[src/vgp_pkg.sv]
package vgp_pkg;

  // Default sizes of the line parser
  localparam int MaxAlternatesDef = 8;
  localparam int MaxColumnsDef    = 65536;
  localparam int FirstSampleCol   = 9;
  localparam int QueueDepth       = 2;

  // Fixed field widths
  localparam int ByteW  = 8;
  localparam int ColW   = 16;
  localparam int PosW   = 32;
  localparam int CodeW  = 4;
  localparam int AccW   = 8;
  localparam int OutDataW = 56;

  // Column numbers with a meaning of their own
  localparam logic [ColW-1:0] PosColumn = 16'd1;
  localparam logic [ColW-1:0] RefColumn = 16'd3;
  localparam logic [ColW-1:0] AltColumn = 16'd4;

  // Special characters
  localparam logic [ByteW-1:0] ChTab     = 8'h09;
  localparam logic [ByteW-1:0] ChNewline = 8'h0A;
  localparam logic [ByteW-1:0] ChNul     = 8'h00;
  localparam logic [ByteW-1:0] ChComma   = 8'h2C;
  localparam logic [ByteW-1:0] ChZero    = 8'h30;
  localparam logic [ByteW-1:0] ChNine    = 8'h39;

  localparam logic [CodeW-1:0] CodeOther = 4'hF;

  // Kind of a byte as seen by the back end
  typedef enum logic [1:0] {
    KIND_END  = 2'd0,
    KIND_TAB  = 2'd1,
    KIND_CHAR = 2'd2
  } byte_kind_t;

  // Classified byte handed from the front end to the back end
  typedef struct packed {
    byte_kind_t       kind;
    logic             is_digit;
    logic [3:0]       digit;
    logic [CodeW-1:0] base;
    logic             is_comma;
  } byte_class_t;

  // One-hot nucleotide code of a character; any other character gives CodeOther
  function automatic logic [CodeW-1:0] base_code(input logic [ByteW-1:0] c);
    logic [CodeW-1:0] code;
    unique case (c)
      8'h41, 8'h61: code = 4'd1;
      8'h43, 8'h63: code = 4'd2;
      8'h47, 8'h67: code = 4'd4;
      8'h54, 8'h74: code = 4'd8;
      default:      code = CodeOther;
    endcase
    return code;
  endfunction

endpackage

[src/vgp_front.sv]
module vgp_front
  import vgp_pkg::*;
(
  input  logic               clk,
  input  logic               rst_n,
  input  logic               in_tvalid,
  output logic               in_tready,
  input  logic [ByteW-1:0]   in_tdata,
  output logic               q_valid,
  input  logic               q_pop,
  output byte_class_t        q_item
);

  localparam int PtrW = (QueueDepth > 1) ? $clog2(QueueDepth) : 1;
  localparam int CntW = $clog2(QueueDepth + 1);

  byte_class_t            cls;
  byte_class_t            queue_r [QueueDepth];
  logic [PtrW-1:0]        wr_ptr_r, wr_ptr_nxt;
  logic [PtrW-1:0]        rd_ptr_r, rd_ptr_nxt;
  logic [CntW-1:0]        count_r, count_nxt;
  logic                   push;
  logic                   pop;

  // Classify the incoming byte
  always_comb begin
    cls.is_digit = (in_tdata >= ChZero) && (in_tdata <= ChNine);
    cls.digit    = 4'(in_tdata - ChZero);
    cls.base     = base_code(in_tdata);
    cls.is_comma = (in_tdata == ChComma);
    if ((in_tdata == ChNewline) || (in_tdata == ChNul)) begin
      cls.kind = KIND_END;
    end else if (in_tdata == ChTab) begin
      cls.kind = KIND_TAB;
    end else begin
      cls.kind = KIND_CHAR;
    end
  end

  assign in_tready = (count_r != CntW'(QueueDepth));
  assign push      = in_tvalid && in_tready;
  assign pop       = q_pop && q_valid;
  assign q_valid   = (count_r != '0);
  assign q_item    = queue_r[rd_ptr_r];

  // Queue pointers and fill level
  always_comb begin
    wr_ptr_nxt = wr_ptr_r;
    rd_ptr_nxt = rd_ptr_r;
    count_nxt  = count_r;
    if (push) begin
      wr_ptr_nxt = (wr_ptr_r == PtrW'(QueueDepth - 1)) ? '0 : wr_ptr_r + 1'b1;
    end
    if (pop) begin
      rd_ptr_nxt = (rd_ptr_r == PtrW'(QueueDepth - 1)) ? '0 : rd_ptr_r + 1'b1;
    end
    if (push && !pop) begin
      count_nxt = count_r + 1'b1;
    end else if (pop && !push) begin
      count_nxt = count_r - 1'b1;
    end
  end

  always_ff @(posedge clk) begin
    if (!rst_n) begin
      wr_ptr_r <= '0;
      rd_ptr_r <= '0;
      count_r  <= '0;
    end else begin
      wr_ptr_r <= wr_ptr_nxt;
      rd_ptr_r <= rd_ptr_nxt;
      count_r  <= count_nxt;
    end
  end

  // Queue storage
  always_ff @(posedge clk) begin
    if (push) begin
      queue_r[wr_ptr_r] <= cls;
    end
  end

endmodule

[src/vgp_back.sv]
module vgp_back
  import vgp_pkg::*;
#(
  parameter int MAX_ALTERNATES = MaxAlternatesDef,
  parameter int MAX_COLUMNS    = MaxColumnsDef
) (
  input  logic                 clk,
  input  logic                 rst_n,
  input  logic                 q_valid,
  output logic                 q_pop,
  input  byte_class_t          q_item,
  output logic                 out_tvalid,
  input  logic                 out_tready,
  output logic [OutDataW-1:0]  out_tdata
);

  localparam int CntW    = $clog2(MAX_ALTERNATES + 1);
  localparam int AIdxW   = (MAX_ALTERNATES > 1) ? $clog2(MAX_ALTERNATES) : 1;
  localparam int ColLim  = (MAX_COLUMNS - 1 < 65535) ? MAX_COLUMNS - 1 : 65535;

  logic [ColW-1:0]   col_r, col_nxt;
  logic [1:0]        cif_r, cif_nxt;
  logic [PosW-1:0]   pos_r, pos_nxt;
  logic [CodeW-1:0]  ref_r, ref_nxt;
  logic [CntW-1:0]   alt_cnt_r, alt_cnt_nxt;
  logic [AccW-1:0]   acc_r, acc_nxt;
  logic              done_r, done_nxt;
  logic              miss_r, miss_nxt;
  logic [CodeW-1:0]  alt_tab_r [MAX_ALTERNATES];
  logic              alt_wr;

  logic              pop;
  logic              emit;
  logic [CodeW-1:0]  code;
  logic [AIdxW-1:0]  rd_idx;
  logic [PosW+3:0]   pos_sum;
  logic [11:0]       acc_sum;

  logic              out_valid_r;
  logic [OutDataW-1:0] out_data_r;

  assign pop   = q_valid && (!out_valid_r || out_tready);
  assign q_pop = pop;
  assign out_tvalid = out_valid_r;
  assign out_tdata  = out_data_r;

  // Result of a sample field that ends with this byte
  assign rd_idx = AIdxW'(acc_r - 8'd1);
  always_comb begin
    emit = 1'b0;
    code = CodeOther;
    if ((q_item.kind != KIND_CHAR) && (col_r >= ColW'(FirstSampleCol))) begin
      if ((cif_r == 2'd0) || miss_r) begin
        emit = 1'b1;
      end else if (acc_r > AccW'(alt_cnt_r)) begin
        emit = 1'b1;
      end else if (acc_r != '0) begin
        emit = 1'b1;
        code = alt_tab_r[rd_idx];
      end
    end
  end

  // Saturating decimal accumulations
  assign pos_sum = ({4'd0, pos_r} << 3) + ({4'd0, pos_r} << 1) + (PosW+4)'(q_item.digit);
  assign acc_sum = ({4'd0, acc_r} << 3) + ({4'd0, acc_r} << 1) + 12'(q_item.digit);

  // Line and field state update
  always_comb begin
    col_nxt     = col_r;
    cif_nxt     = cif_r;
    pos_nxt     = pos_r;
    ref_nxt     = ref_r;
    alt_cnt_nxt = alt_cnt_r;
    acc_nxt     = acc_r;
    done_nxt    = done_r;
    miss_nxt    = miss_r;
    alt_wr      = 1'b0;
    unique case (q_item.kind)
      KIND_END: begin
        col_nxt     = '0;
        pos_nxt     = '0;
        ref_nxt     = '0;
        alt_cnt_nxt = '0;
        cif_nxt     = '0;
        acc_nxt     = '0;
        done_nxt    = 1'b0;
        miss_nxt    = 1'b0;
      end
      KIND_TAB: begin
        if (col_r < ColW'(ColLim)) begin
          col_nxt = col_r + 1'b1;
        end
        cif_nxt  = '0;
        acc_nxt  = '0;
        done_nxt = 1'b0;
        miss_nxt = 1'b0;
      end
      default: begin
        if (col_r == PosColumn) begin
          if (q_item.is_digit) begin
            pos_nxt = (pos_sum > {4'd0, {PosW{1'b1}}}) ? {PosW{1'b1}} : pos_sum[PosW-1:0];
          end
        end else if (col_r == RefColumn) begin
          if (cif_r == 2'd0) begin
            ref_nxt = q_item.base;
          end
        end else if (col_r == AltColumn) begin
          if (!q_item.is_comma && (alt_cnt_r < CntW'(MAX_ALTERNATES))) begin
            alt_wr      = 1'b1;
            alt_cnt_nxt = alt_cnt_r + 1'b1;
          end
        end else if (col_r >= ColW'(FirstSampleCol)) begin
          if (cif_r == 2'd0) begin
            if (q_item.is_digit) begin
              acc_nxt = AccW'(q_item.digit);
            end else begin
              miss_nxt = 1'b1;
              done_nxt = 1'b1;
            end
          end else if (!done_r) begin
            if (q_item.is_digit) begin
              acc_nxt = (acc_sum > 12'd255) ? 8'd255 : acc_sum[AccW-1:0];
            end else begin
              done_nxt = 1'b1;
            end
          end
        end
        if (cif_r != 2'd3) begin
          cif_nxt = cif_r + 1'b1;
        end
      end
    endcase
  end

  always_ff @(posedge clk) begin
    if (!rst_n) begin
      col_r     <= '0;
      cif_r     <= '0;
      pos_r     <= '0;
      ref_r     <= '0;
      alt_cnt_r <= '0;
      acc_r     <= '0;
      done_r    <= 1'b0;
      miss_r    <= 1'b0;
    end else if (pop) begin
      col_r     <= col_nxt;
      cif_r     <= cif_nxt;
      pos_r     <= pos_nxt;
      ref_r     <= ref_nxt;
      alt_cnt_r <= alt_cnt_nxt;
      acc_r     <= acc_nxt;
      done_r    <= done_nxt;
      miss_r    <= miss_nxt;
    end
  end

  // Alternate allele table, written in ALT column order
  always_ff @(posedge clk) begin
    if (pop && alt_wr) begin
      alt_tab_r[alt_cnt_r[AIdxW-1:0]] <= q_item.base;
    end
  end

  // Output register
  always_ff @(posedge clk) begin
    if (!rst_n) begin
      out_valid_r <= 1'b0;
    end else if (!out_valid_r || out_tready) begin
      out_valid_r <= pop && emit;
    end
  end

  always_ff @(posedge clk) begin
    if (pop && emit) begin
      out_data_r <= {code, ref_r, pos_r, col_r};
    end
  end

endmodule

[src/vcf_genotype_line_parser.sv]
// Path: the byte that ends a sample field is written into the queue when it is accepted,
// and its result transaction is offered from the output register once the back end pops it.
// Throughput: one byte per cycle unless stalled, set by the back end's single state update.
// Reset: synchronous, active low; clears the queue, the output register and all line
// state. The alternate table is not cleared, as each line writes it before reading.
module vcf_genotype_line_parser
  import vgp_pkg::*;
#(
  parameter int MAX_ALTERNATES = MaxAlternatesDef,
  parameter int MAX_COLUMNS    = MaxColumnsDef
) (
  input  logic                 clk,
  input  logic                 rst_n,
  input  logic                 in_tvalid,
  output logic                 in_tready,
  input  logic [ByteW-1:0]     in_tdata,   // [7:0] text_byte
  output logic                 out_tvalid,
  input  logic                 out_tready,
  // [15:0] sample_column, [47:16] genome_position,
  // [51:48] reference_code, [55:52] allele_code
  output logic [OutDataW-1:0]  out_tdata
);

  logic        q_valid;
  logic        q_pop;
  byte_class_t q_item;

  // Byte classification and queue
  vgp_front u_front (
    .clk       (clk),
    .rst_n     (rst_n),
    .in_tvalid (in_tvalid),
    .in_tready (in_tready),
    .in_tdata  (in_tdata),
    .q_valid   (q_valid),
    .q_pop     (q_pop),
    .q_item    (q_item)
  );

  // Field tracking and result generation
  vgp_back #(
    .MAX_ALTERNATES (MAX_ALTERNATES),
    .MAX_COLUMNS    (MAX_COLUMNS)
  ) u_back (
    .clk        (clk),
    .rst_n      (rst_n),
    .q_valid    (q_valid),
    .q_pop      (q_pop),
    .q_item     (q_item),
    .out_tvalid (out_tvalid),
    .out_tready (out_tready),
    .out_tdata  (out_tdata)
  );

endmodule

[config.mk]
export PLATFORM = sky130hd
export DESIGN_NAME = vcf_genotype_line_parser
export DESIGN_NICKNAME = d
export VERILOG_FILES = /design/src/vgp_pkg.sv /design/src/vgp_front.sv /design/src/vgp_back.sv /design/src/vcf_genotype_line_parser.sv
export SDC_FILE = /design/constraint.sdc
export NUM_CORES = 1
export LEC_CHECK = 0
export ABC_AREA = 0
export ABC_CLOCK_PERIOD_IN_PS = 3700
export BUFFER_PORTS_ARGS = -buffer_cell sky130_fd_sc_hd__buf_4
export CORE_MARGIN = 2
export CORE_UTILIZATION = 35
export CTS_CLUSTER_DIAMETER = 60
export CTS_CLUSTER_SIZE = 10
export DETAILED_ROUTE_END_ITERATION = 12
export PLACE_DENSITY = 0.62
export RECOVER_POWER = 25
export SLEW_MARGIN = 20
export SYNTH_ARGS = -nofsm -noshare
export SYNTH_HDL_FRONTEND = slang
export SYNTH_SLANG_ARGS = --single-unit
[constraint.sdc]
create_clock -name clk -period 3.7 [get_ports clk]
set_clock_uncertainty 0.05 [all_clocks]
set_input_delay 0.185 -clock clk [delete_from_list [all_inputs] [get_ports clk]]
set_output_delay 0.185 -clock clk [all_outputs]
set_load 0.005 [all_outputs]
**Word level (Yosys, flattened, before mapping)**

Memory sizes are Yosys's and may differ from the RTL's. A register that Yosys moved wholly into a read port is not among the register bits.
Index checks and enable logic that the tools add are counted.

- Flip-flop bits (word level): 125
- RAM bits: 56
- Output and inout bits: 58
- Memories kept: 2

- Add/subtract/negate cells: 13
- Magnitude comparators: 8
- Equal/unequal tests: 28
- Mux-type cells: 64
- Bitwise operators: 3
- Reductions and logical operators: 48

Memories:

| name | depth | width | read ports | clocked after memory_dff | wr ports | line | RTL |
|---|---|---|---|---|---|---|---|
| u_back.alt_tab_r | 8 | 4 | 1 | 1 | 1 | vgp_back.sv:29 | `logic [CodeW-1:0] alt_tab_r [MAX_ALTERNATES];` |
| u_front.queue_r | 2 | 12 | 1 | 1 | 1 | vgp_front.sv:18 | `byte_class_t queue_r [QueueDepth];` |

Operators with widths:

| kind | number |
|---|---|
| $mux 32 | 3 |
| $mux 8 | 10 |
| $eq 8x7->1 const B | 8 |
| $pmux 32 s2 | 1 |
| $add 35x33->36 | 1 |
| $add 36x4->36 | 1 |
| $gt 36x32->1 const B | 1 |
| $mux 1 | 32 |
| $pmux 16 s2 | 1 |
| $mux 4 | 7 |
| $reduce_bool 2->1 | 12 |
| $ne 2x2->1 const B | 9 |
| $add 16x1->16 const B | 1 |
| $eq 16x1->1 const B | 1 |
| $eq 16x2->1 const B | 1 |
| $eq 16x3->1 const B | 1 |
| $eq 8x4->1 const B | 2 |
| $ge 16x4->1 const B | 1 |
| $lt 16x16->1 const B | 1 |
| $mux 16 | 1 |
| $pmux 4 s2 | 2 |
| $pmux 4 s4 | 1 |
| $add 11x9->12 | 1 |
| $add 12x4->12 | 1 |
| 33 further kinds | 64 |

**Depth between registers and ports, before layout**

Gate-level depths: netlist of run 1.

- Word-level depth: 12
- Mapped depth: 14

**Hierarchy**

A second synthesis of run 1 with hierarchy kept.

- Cell total of the unflattened synthesis: 926
- Area total of the unflattened synthesis: 9,957.0 µm²

Modules (own cells, without submodules):

| module | times used | cells each | area each (µm²) |
|---|---|---|---|
| vgp_back | 1 | 836 | 8,709.6 |
| vgp_front | 1 | 90 | 1,247.4 |

**Worst setup path after synthesis of run 1**

OpenSTA, ideal clock, no wires.

- Path type: reg-to-reg
- Start point: reg (tool-made name)
- End point: reg u_back.pos_r[24]
- Arrival time: 3,682 ps
- Setup slack: -160 ps
- Cell stages (with the launch flop): 14
- Buffers on the path: 2
- Clock period less this slack: 3,860 ps
- Cells stage by stage: dfxtp_1 -> clkbuf_1 -> mux2_2 -> fa_1 -> fa_1 -> a211oi_2 -> o21ai_2 -> o2111a_1 -> o21ai_1 -> a31o_2 -> o32ai_4 -> buf_6 -> a211oi_1 -> o21ai_1

RTL lines:

| what | line | RTL |
|---|---|---|
| end signal, assigned | vgp_back.sv:149 | `pos_r <= pos_nxt;` |
| end, declared | vgp_back.sv:23 | `logic [PosW-1:0] pos_r, pos_nxt;` |

==> results of run 1 <==
[timing repair]
action / 4_1_cts / 5_1_grt
resized for setup: 2 / 6
buffers inserted: 0 / 1
pin swaps: 0 / 2
endpoints found under the setup margin: 2 / 33
hold endpoints to repair: 9 / 0
cloned: 0 / 0
hold buffers: 5 / 0
[power by group through the flow]
stage          sequential, uW  clock, uW  combinational, uW
3_5_place_dp             2340          0                545
4_1_cts                  2300       1930                552
6_report                 2300       1890                545
2_1_floorplan            2330          0                382
5_1_grt                  2300       2020                608
3_3_place_gp             2340          0                534
[area by class of cell]
class,instances,area (um^2)
clock inverter,14,173
inverter,29,109
tap,384,480
multi-input combinational,697,4940
timing repair buffer,92,726
sequential,186,4850
fill,2735,16800
clock buffer,18,429
[worst register-to-register path, cell delays in order, from the launching register on]
cell and delay, ns:
dfxtp_2 0.36, mux2_2 0.38, fa_1 0.50, fa_2 0.44
a211oi_2 0.21, o21ai_2 0.12, o2111a_1 0.30, o21ai_2 0.15
buf_4 0.16, a21oi_1 0.07, or3_1 0.31, a211oi_1 0.23
o21ai_1 0.10
[cells in the final DEF (no fill, tap or decap), types with 9 or more instances in the layout]
cell         n
nand2_1    104
dfxtp_1     73
nand4_1     14
xnor2_1     25
nor3_1      35
o21ai_1     36
edfxtp_1   112
mux2_2      10
buf_4       51
clkbuf_16   17
nor2_1      73
nand2b_1    15
xor2_1      21
inv_1       28
o211ai_1     9
o21ai_0     36
nand3_1     26
clkbuf_4    25
a21oi_1     67
ha_1        90
[cells by family (layout without fill, tap and decap cells)]
kind of cell               count (synthesis)  in the layout  synth area share
buffers and inverters                     61            153            0.0290
and+or+nand+nor                          322            322             0.158
AOI/OAI and AO/OA                        209            209             0.134
adders and majority gates                 94             94             0.120
muxes                                     26             26            0.0375
xor gates and xnor gates                  46             46            0.0401
DFF                                      186            186             0.482
[registers in the layout, summed over array words and instances (netlist names), named ones only]
name / flops
u_back.alt_cnt_r: 4
u_front.rd_ptr_r: 1
u_front.queue_r: 24
u_back.done_r: 1
u_front.count_r: 2
u_back.pos_r: 32
u_back.col_r: 16
u_back.ref_r: 4
u_back.acc_r: 8
u_front.wr_ptr_r: 1
u_back.miss_r: 1
u_back.out_tvalid: 1
u_back.cif_r: 2
u_back.alt_tab_r: 32
u_back.out_tdata: 56
[routing by layer]
layer	wire, um	global-route usage	vias to the layer above
met5	0	0	-
met1	11300	0.224	3448
met4	177	0.0395	0
li1	-	-	3641
met2	9330	0.222	173
met3	892	0.0226	13
[worst max path at each step]
stage,startpoint,endpoint,slack (ns),cells past startpoint
global route,register,u_back.pos_r[11],0.02,13
detailed placement,register,u_back.pos_r[24],0.01,13
global placement,register,u_back.pos_r[30],0.12,12
CTS,register,u_back.pos_r[24],0.02,13
finish,register,u_back.pos_r[30],0.20,12
floorplan,register,u_back.pos_r[24],0.01,13
[per-stage QoR]
step                instance area, um^2  worst slack (ns)  instances  utilization
global placement                  11000             0.122       1382        0.387
global route                      11700            0.0221       1420        0.411
detailed placement                11000            0.0128       1382        0.387
finish                            11700             0.201       1420        0.411
floorplan                         10100            0.0142        944            -
CTS                               11700            0.0196       1419        0.410
==> results by group, run 1 <==
Routing
  – DR pass1 iterations: 5
  – Initial DRC count: 452
  – WL/cell: 15.3 um
  – Post-DRT Antenna Nets: 0
  – Vias: 7275
  – Vias per cell: 5.12
  – WL final: 21700 um
  – DRC Markers: 0

Critical path
  – Worst r2r path cells: 12
  – Bufs and invs on worst path: 1
  – CP Max Fanout: 5
  – CP max stage delay: 0.50 ns
  – Required time worst endpoint: 3.95 ns
  – Worst Path Arrival: 3.75 ns
  – Startpoint types: register
  – Critical path's top delay family: compound AO/OA/AOI/OAI gates
  – CP Class: register to register
  – Most used cell, CP: o21ai_2
  – Crit-path slowest cell: fa_1
  – Critical path endpoint category: register
  – Critical register-to-register path endpoint: u_back.pos_r[30]
  – Reg2reg setup slack: 0.20 ns
  – Critical path cell sequence: mux2_2, fa_1, fa_2, a211oi_2, o21ai_2, o2111a_1, o21ai_2, buf_4, a21oi_1, or3_1, a211oi_1, o21ai_1

Place
  – Post-DP HPWL: 15800 um
  – Buffers on Ports: 69
  – GPL Wtd Cong: 0.853

Final layout
  – Area Overhead vs Synth: 16.4%
  – Share of cells above drive strength 1: 0.164
  – Nets: 1129
  – N_diodes: 0

Timing
  – Post-layout minimum cycle time: 3.50 ns
  – RSZ-0062 raised after global routing: false
  – Slew headroom: 0.276
  – Final Hold Viols: 0
  – Final Cycle Share: 0.946
  – Worst Tran Pin Value: 1.08 ns
  – Final setup viols: 0
  – Slew Limit Fails: 0
  – Setup_tns: 0 ns
  – Fmax achieved: 286 MHz
  – Final Hold Slack: 0.0482 ns

Synth
  – Post-synth top cells: edfxtp_1 (112), nand2_1 (104), ha_1 (90), dfxtp_1 (74), nor2_1 (74)
  – Avg Inst Size Synth: 10.7 um^2
  – Synth top area share: 0.334
  – #FFs+latches synth: 186
  – Leading area contributor after synthesis: edfxtp_1
  – Mapped cell area: 0.0101 mm^2
  – Post-synth ARST share: 0
  – Netlist cell types: 79
  – Net Count, Synth: 1050
  – EDFF count, synth: 112
  – Largest cells by area after synthesis: edfxtp_1 (33%), dfxtp_1 (15%), ha_1 (11%)
  – Most common cell in the netlist: edfxtp_1
  – Synthesized instance count: 944
  – Syn. warnings: 0
  – Dominant synthesized flop cell: edfxtp_1
  – Sequential fraction of the synthesis area: 0.482

GRT
  – Largest net degree at the start of global routing: 33
  – Total track usage: 0.149
  – Antenna violations before repair: 0
  – Total congestion overflow: 0
  – First-pass GRT wire length: 36700 um
  – Vias in the first global route: 7049

Clocking
  – Clock latency at the later pin of the worst-skew pair: 0.43 ns
  – CTS tree: yes
  – CTS root buf: clkbuf_16
  – Clock transition at path regs: 0.08 ns
  – Clock tree buffer depth: 2
  – Clk sink count: 186
  – CTS HTree Levels: 4
  – Total CTS buffers: 17

Floorplanning
  – Die W: 174 um
  – Die Y: 174 um
  – Row count: 62
  – Full die area: 0.0301 mm^2
  – # IOs: 70
  – Initial Utilization: 0.353
  – Core box area: 0.0285 mm^2

Job
  – Max-Cap Viols: 0

Status
  – Status: finished clean

Power and ir drop
  – Logic pwr share: 0.115
  – Net Switching: 1230 uW
  – Maximum VDD drop: 0.000205 V
  – Sequential power share: 0.486
  – Leakage Power: 0.00440 uW
  – Int Power: 3500 uW
  – Pwr Density: 404 mW/mm^2
  – Clock power share: 0.399
  – Power Total: 4730 uW
  – Switching Share: 0.260

Worst hold path
  – Worst min-delay path category: primary input to register
  – Hold Crit Endpoint: u_front.queue_r[0][0]
  – Hold Path Stages: 2
  – Min-Delay Startpoint: in_tdata[4]
Power figures use the tool's default switching activity.
==> run 2: changes to the inputs <==
--- a/config.mk
+++ b/config.mk
@@ -8,12 +8,14 @@
 export ABC_AREA = 0
 export ABC_CLOCK_PERIOD_IN_PS = 3700
 export BUFFER_PORTS_ARGS = -buffer_cell sky130_fd_sc_hd__buf_4
+export CELL_PAD_IN_SITES_DETAIL_PLACEMENT = 0
+export CELL_PAD_IN_SITES_GLOBAL_PLACEMENT = 1
 export CORE_MARGIN = 2
 export CORE_UTILIZATION = 35
 export CTS_CLUSTER_DIAMETER = 60
 export CTS_CLUSTER_SIZE = 10
 export DETAILED_ROUTE_END_ITERATION = 12
-export PLACE_DENSITY = 0.62
+export PLACE_DENSITY = 0.72
 export RECOVER_POWER = 25
 export SLEW_MARGIN = 20
 export SYNTH_ARGS = -nofsm -noshare
==> run 2 against run 1 <==
Against the previous run: wire length rose by 6.0%; final area is 1.4% higher; utilization increased by 0.56 points.
==> results by group, run 2 (synthesis gave the netlist of run 1 again) <==
Clocking
  – Clock tree buffer depth: 2 (unchanged)
  – CTS root buf: clkbuf_16
  – Clock transition at path regs: 0.09 ns (about the same)
  – Clock latency at the later pin of the worst-skew pair: 0.45 ns (+0.02 ns)
  – Clk sink count: 186 (unchanged)
  – CTS HTree Levels: 4 (unchanged)
  – Total CTS buffers: 17 (unchanged)
  – CTS tree: yes

Critical path
  – CP Max Fanout: 18 (+13)
  – Required time worst endpoint: 3.98 ns (+0.03 ns)
  – Worst Path Arrival: 3.80 ns (+0.05 ns)
  – Startpoint types: register
  – Critical path endpoint category: register
  – CP Class: register to register

GRT
  – Total track usage: 0.154 (+0.00563)
  – Vias in the first global route: 7013 (-0.51%)
  – Largest net degree at the start of global routing: 57 (+73%)
  – Total congestion overflow: 0 (unchanged)
  – Antenna violations before repair: 0 (unchanged)
  – First-pass GRT wire length: 37400 um (+1.9%)

Routing
  – Post-DRT Antenna Nets: 0 (unchanged)
  – DRC Markers: 0 (unchanged)
  – WL/cell: 16.0 um (+5.2%)
  – DR pass1 iterations: 4 (-1)
  – Vias per cell: 5.09 (-0.59%)
  – Initial DRC count: 379 (-16%)
  – WL final: 23000 um (+6.0%)
  – Vias: 7288 (+0.18%)

Power and ir drop
  – Power Total: 4810 uW (+1.8%)
  – Int Power: 3440 uW (-1.7%)
  – Pwr Density: 405 mW/mm^2 (+0.39%)
  – Leakage Power: 0.00447 uW (+1.5%)
  – Net Switching: 1370 uW (+12%)
  – Logic pwr share: 0.116 (about the same)
  – Maximum VDD drop: 0.000291 V (+42%)
  – Switching Share: 0.285 (+0.0254)
  – Sequential power share: 0.477 (-0.009)
  – Clock power share: 0.407 (+0.008)

Final layout
  – Filler cells: 2762 (+0.99%)
  – Area Overhead vs Synth: 18.0%
  – Core Util, Final: 0.417 (+0.00563)
  – N_diodes: 0 (unchanged)
  – Final cell count without fillers: 1431 (+0.77%)
  – Leading cell type in the layout, fill and taps excluded: edfxtp_1
  – Cell area after layout: 0.0119 mm^2 (+1.4%)
  – Nets: 1140 (+0.97%)
  – Share of cells above drive strength 1: 0.179 (+0.0145)
  – Most frequent cells in the layout: edfxtp_1 (112), nand2_1 (104), ha_1 (90)
  – Largest register FFs: 56 (unchanged)

Timing
  – Slew Limit Fails: 0 (unchanged)
  – Post-layout minimum cycle time: 3.52 ns (+0.0216 ns)
  – Worst Tran Pin Value: 1.03 ns (-0.0512 ns)
  – Slew headroom: 0.310 (+0.0343)
  – Final Hold Slack: 0.0701 ns (+0.0220 ns)
  – Final Cycle Share: 0.952 (+0.00583)
  – RSZ-0062 raised after global routing: false
  – Final Hold Viols: 0 (unchanged)
  – Final setup viols: 0 (unchanged)
  – Fmax achieved: 284 MHz (-0.61%)

Floorplanning
  – Core box area: 0.0285 mm^2 (unchanged)
  – Full die area: 0.0301 mm^2 (unchanged)
  – Die W: 174 um (unchanged)
  – # IOs: 70 (unchanged)
  – Row count: 62 (unchanged)
  – Initial Utilization: 0.353 (unchanged)
  – Die Y: 174 um (unchanged)

Worst hold path
  – Worst min-delay path category: primary input to register

Status
  – Status: finished clean

Place
  – Placed instance area: 0.0111 mm^2 (+0.84%)
  – Post-DP HPWL: 16800 um (+6.9%)
  – GPL Wtd Cong: 0.834 (-2.2%)
  – Buffers on Ports: 69 (unchanged)
  – Placed insts: 1391 (+0.65%)

Job
  – Max-Cap Viols: 0 (unchanged)
-- run 2: what timing repair did --
item	4_1_cts	5_1_grt
hold endpoints to repair	10	0
setup buffers	0	3
pin swaps	0	2
resized for setup	1	10
endpoints found under the setup margin	1	34
hold buffers	5	0
-- run 2: worst max-delay path: stages, from the launching register on --
cell,delay (ns)
dfxtp_2,0.36
mux2_2,0.36
fa_1,0.50
ha_1,0.35
a211oi_2,0.28
o211ai_2,0.16
a21boi_1,0.25
o31ai_2,0.13
buf_4,0.16
nand4b_1,0.12
o211ai_4,0.12
buf_12,0.19
nor3_1,0.29
o21ai_1,0.10
-- run 2: per-stage QoR --
stage                     worst slack, ns  TNS [ns]
after floorplan                    0.0142         0
after global placement            0.00614         0
after detailed placement          -0.0243   -0.0243
after CTS                          0.0401         0
after global routing              0.00776         0
final                               0.179         0
-- run 2: per-layer routing --
layer	global-route usage	part of all wire	up-vias
met2	0.247	0.46	143
li1	-	-	3658
met1	0.212	0.49	3467
met3	0.0329	0.042	20
met5	0	0	-
met4	0.0395	0.011	0
-- run 2: area by class of cell --
| class | count | area (um^2) | share of cell area |
|---|---|---|---|
| Clock inverter | 15 | 223 | 0.0188 |
| Timing Repair Buffer | 103 | 813 | 0.0685 |
| Tap cell | 384 | 480 | 0.0405 |
| Multi-Input combinational cell | 697 | 4970 | 0.419 |
| Clock buffer | 17 | 425 | 0.0359 |
| Sequential cell | 186 | 4850 | 0.408 |
| Inverter | 29 | 109 | 0.00917 |
-- run 2: path summary, 6_finish.rpt --
kind | cells past startpoint | start | to | slack [ns]
setup / recovery | 13 | register | u_back.pos_r[14] | 0.18
hold / removal | 3 | in_tdata[7] | u_front.queue_r[1][2] | 0.07
setup reg to reg | 13 | register | u_back.pos_r[14] | 0.18
hold reg to reg | 0 | u_back.ref_r[2] | u_back.out_tdata[50] | 0.39
-- run 2: power groups by stage --
stage                     clock, uW  combinational [uW]  sequential (uW)
after floorplan                   0                 382             2330
after detailed placement          0                 551             2340
final                          1960                 557             2300
after CTS                      2000                 561             2300
after global placement            0                 545             2340
after global routing           2090                 617             2300
==> run 3: changes to the inputs <==
--- a/config.mk
+++ b/config.mk
@@ -10,13 +10,14 @@
 export BUFFER_PORTS_ARGS = -buffer_cell sky130_fd_sc_hd__buf_4
 export CELL_PAD_IN_SITES_DETAIL_PLACEMENT = 0
 export CELL_PAD_IN_SITES_GLOBAL_PLACEMENT = 1
-export CORE_MARGIN = 2
+export CORE_MARGIN = 8
 export CORE_UTILIZATION = 35
 export CTS_CLUSTER_DIAMETER = 60
 export CTS_CLUSTER_SIZE = 10
 export DETAILED_ROUTE_END_ITERATION = 12
 export PLACE_DENSITY = 0.72
 export RECOVER_POWER = 25
+export SETUP_SLACK_MARGIN = 0.4
 export SLEW_MARGIN = 20
 export SYNTH_ARGS = -nofsm -noshare
 export SYNTH_HDL_FRONTEND = slang
==> run 3 against run 2 <==
Against the previous run: critical path depth decreased by 1; critical endpoint is now u_back.pos_r[24]; fmax increased by 4.9%; non-clock buffer count decreased by 5; via count decreased by 0.25%; clock-buffer cell count unchanged; sequential share of layout area decreased by 0.27 points; power about the same; die area increased by 14%; final cell count decreased by 0.35%; clock power about the same; worst hold slack got worse by 0.022 ns; worst setup slack improved by 0.16 ns.
==> results by group, run 3 (synthesis gave the netlist of run 1 again) <==
Clocking
  – CTS HTree Levels: 4 (unchanged)
  – Total CTS buffers: 17 (unchanged)
  – CTS tree: yes
  – Clock latency at the later pin of the worst-skew pair: 0.44 ns (about the same)
  – CTS root buf: clkbuf_16
  – Clk sink count: 186 (unchanged)
  – Clock transition at path regs: 0.08 ns (about the same)
  – Clock tree buffer depth: 2 (unchanged)

Power and ir drop
  – Switching Share: 0.274 (-0.0112)
  – Pwr Density: 403 mW/mm^2 (-0.66%)
  – Leakage Power: 0.00444 uW (-0.60%)
  – Clock power share: 0.406 (about the same)
  – Power Total: 4810 uW (about the same)
  – Sequential power share: 0.477 (about the same)
  – Maximum VDD drop: 0.000317 V (+9.2%)
  – Net Switching: 1320 uW (-3.8%)
  – Int Power: 3490 uW (+1.6%)
  – Logic pwr share: 0.117 (about the same)

Floorplanning
  – Die W: 186 um (+6.9%)
  – Initial Utilization: 0.353 (unchanged)
  – Core box area: 0.0285 mm^2 (unchanged)
  – Die Y: 186 um (+6.9%)
  – Row count: 62 (unchanged)
  – # IOs: 70 (unchanged)
  – Full die area: 0.0344 mm^2 (+14%)

Timing
  – Slew headroom: 0.350 (+0.0399)
  – Setup_tns: 0 ns (unchanged)
  – Final Cycle Share: 0.908 (-0.0441)
  – Post-layout minimum cycle time: 3.36 ns (-0.163 ns)
  – Worst Tran Pin Value: 0.971 ns (-0.0596 ns)
  – RSZ-0062 raised after global routing: true
  – Final Hold Viols: 0 (unchanged)
  – Final setup viols: 0 (unchanged)
  – Slew Limit Fails: 0 (unchanged)
  – Fmax achieved: 298 MHz (+4.9%)

Routing
  – Initial DRC count: 450 (+19%)
  – Post-DRT Antenna Nets: 0 (unchanged)
  – DRC Markers: 0 (unchanged)
  – WL/cell: 16.1 um (+0.41%)
  – DR pass1 iterations: 5 (+1)
  – WL final: 23000 um (about the same)
  – Vias: 7270 (-0.25%)
  – Vias per cell: 5.10 (+0.10%)

Worst hold path
  – Min-Delay Startpoint: in_tdata[4]
  – Hold Crit Endpoint: u_front.queue_r[0][0]
  – Worst min-delay path category: primary input to register
  – Hold Path Stages: 2 (-1)

Critical path
  – CP Max Fanout: 32 (+14)
  – Worst Path Arrival: 3.61 ns (-0.19 ns)
  – Critical register-to-register path endpoint: u_back.pos_r[24]
  – Reg2reg setup slack: 0.34 ns (+0.16 ns)
  – Required time worst endpoint: 3.96 ns (-0.02 ns)
  – Worst r2r path cells: 12 (-1)
  – CP Class: register to register
  – Critical path endpoint category: register
  – Startpoint types: register

Status
  – Status: finished clean

Final layout
  – N_diodes: 0 (unchanged)
  – Final cell count without fillers: 1426 (-0.35%)
  – Filler cells: 2707 (-2.0%)
  – Nets: 1135 (-0.44%)
  – Area Overhead vs Synth: 18.9%
  – Most frequent cells in the layout: edfxtp_1 (112), nand2_1 (104), ha_1 (88)
  – Largest register FFs: 56 (unchanged)
  – Leading cell type in the layout, fill and taps excluded: edfxtp_1
  – Share of cells above drive strength 1: 0.190 (+0.0114)

Place
  – GPL Wtd Cong: 0.848 (+1.7%)
  – Placed insts: 1379 (-0.86%)
  – Post-DP HPWL: 16800 um (-0.29%)
  – Buffers on Ports: 69 (unchanged)

GRT
  – First-pass GRT wire length: 37600 um (+0.63%)
  – Vias in the first global route: 7123 (+1.6%)
  – Antenna violations before repair: 0 (unchanged)
  – Total track usage: 0.137 (-0.0171)
  – Total congestion overflow: 0 (unchanged)
  – Largest net degree at the start of global routing: 54 (-5.3%)

Job
  – Max-Cap Viols: 0 (unchanged)
run 3: layout make-up:
class | count | area [um^2] | area share
Clock inverter | 15 | 231 | 0.0194
Sequential cell | 186 | 4850 | 0.406
Timing Repair Buffer | 98 | 772 | 0.0646
Inverter | 29 | 113 | 0.00942
Clock buffer | 17 | 425 | 0.0356
Multi-Input combinational cell | 697 | 5080 | 0.425
Tap cell | 384 | 480 | 0.0402
run 3: metrics by stage:
| stage | worst slack (ns) | instance area, um^2 | util | hold WS (ns) |
|---|---|---|---|---|
| 2_1_floorplan | 0.318 | 10100 | - | 0.234 |
| 3_3_place_gp | 0.260 | 11100 | 0.390 | 0.368 |
| 3_5_place_dp | 0.149 | 11100 | 0.390 | 0.371 |
| 4_1_cts | 0.311 | 11900 | 0.418 | 0.0289 |
| 5_1_grt | 0.171 | 12000 | 0.420 | 0.0317 |
| 6_report | 0.342 | 12000 | 0.420 | 0.0483 |
run 3: worst max path at each step:
stage | start | to | slack, ns | cells past startpoint
3_5_place_dp | register | u_back.pos_r[24] | 0.15 | 12
4_1_cts | register | u_back.pos_r[18] | 0.31 | 12
2_1_floorplan | register | u_back.pos_r[24] | 0.32 | 13
6_report | register | u_back.pos_r[24] | 0.34 | 12
3_3_place_gp | register | u_back.pos_r[30] | 0.26 | 12
5_1_grt | u_back.pos_r[19] | u_back.pos_r[24] | 0.17 | 11
run 3: what timing repair did:
item | in CTS | in global routing
hold buffers | 5 | 0
gates resized for setup | 8 | 14
hold endpoints to repair | 9 | 0
pin swaps | 9 | 10
gates cloned | 1 | 0
buffers inserted | 4 | 5
endpoints found under the setup margin | 33 | 87
run 3: critical path: stages (launching register included):
cell and delay (ns):
dfxtp_4 0.37, mux2_4 0.32, fa_2 0.57, ha_1 0.26, a211oi_2 0.26, o211ai_2 0.15, nand3_1 0.18, a211oi_2 0.11
nor3_1 0.30, o211ai_4 0.11, buf_12 0.19, a211oi_2 0.23, o21ai_1 0.08
run 3: per-layer routing:
layer | vias up | track usage | wire, um | share of wire
met1 | 3443 | 0.186 | 11400 | 0.49
met3 | 24 | 0.0289 | 1010 | 0.044
met2 | 135 | 0.218 | 10300 | 0.45
met4 | 0 | 0.0384 | 308 | 0.013
li1 | 3668 | - | - | -
met5 | - | 0 | 0 | 0
run 3: power by group through the flow:
stage,clock network (uW),logic (uW),registers (uW)
floorplan,0,400,2340
detailed placement,0,545,2350
finish,1950,563,2300
global placement,0,537,2340
global route,2090,628,2300
CTS,2000,554,2300
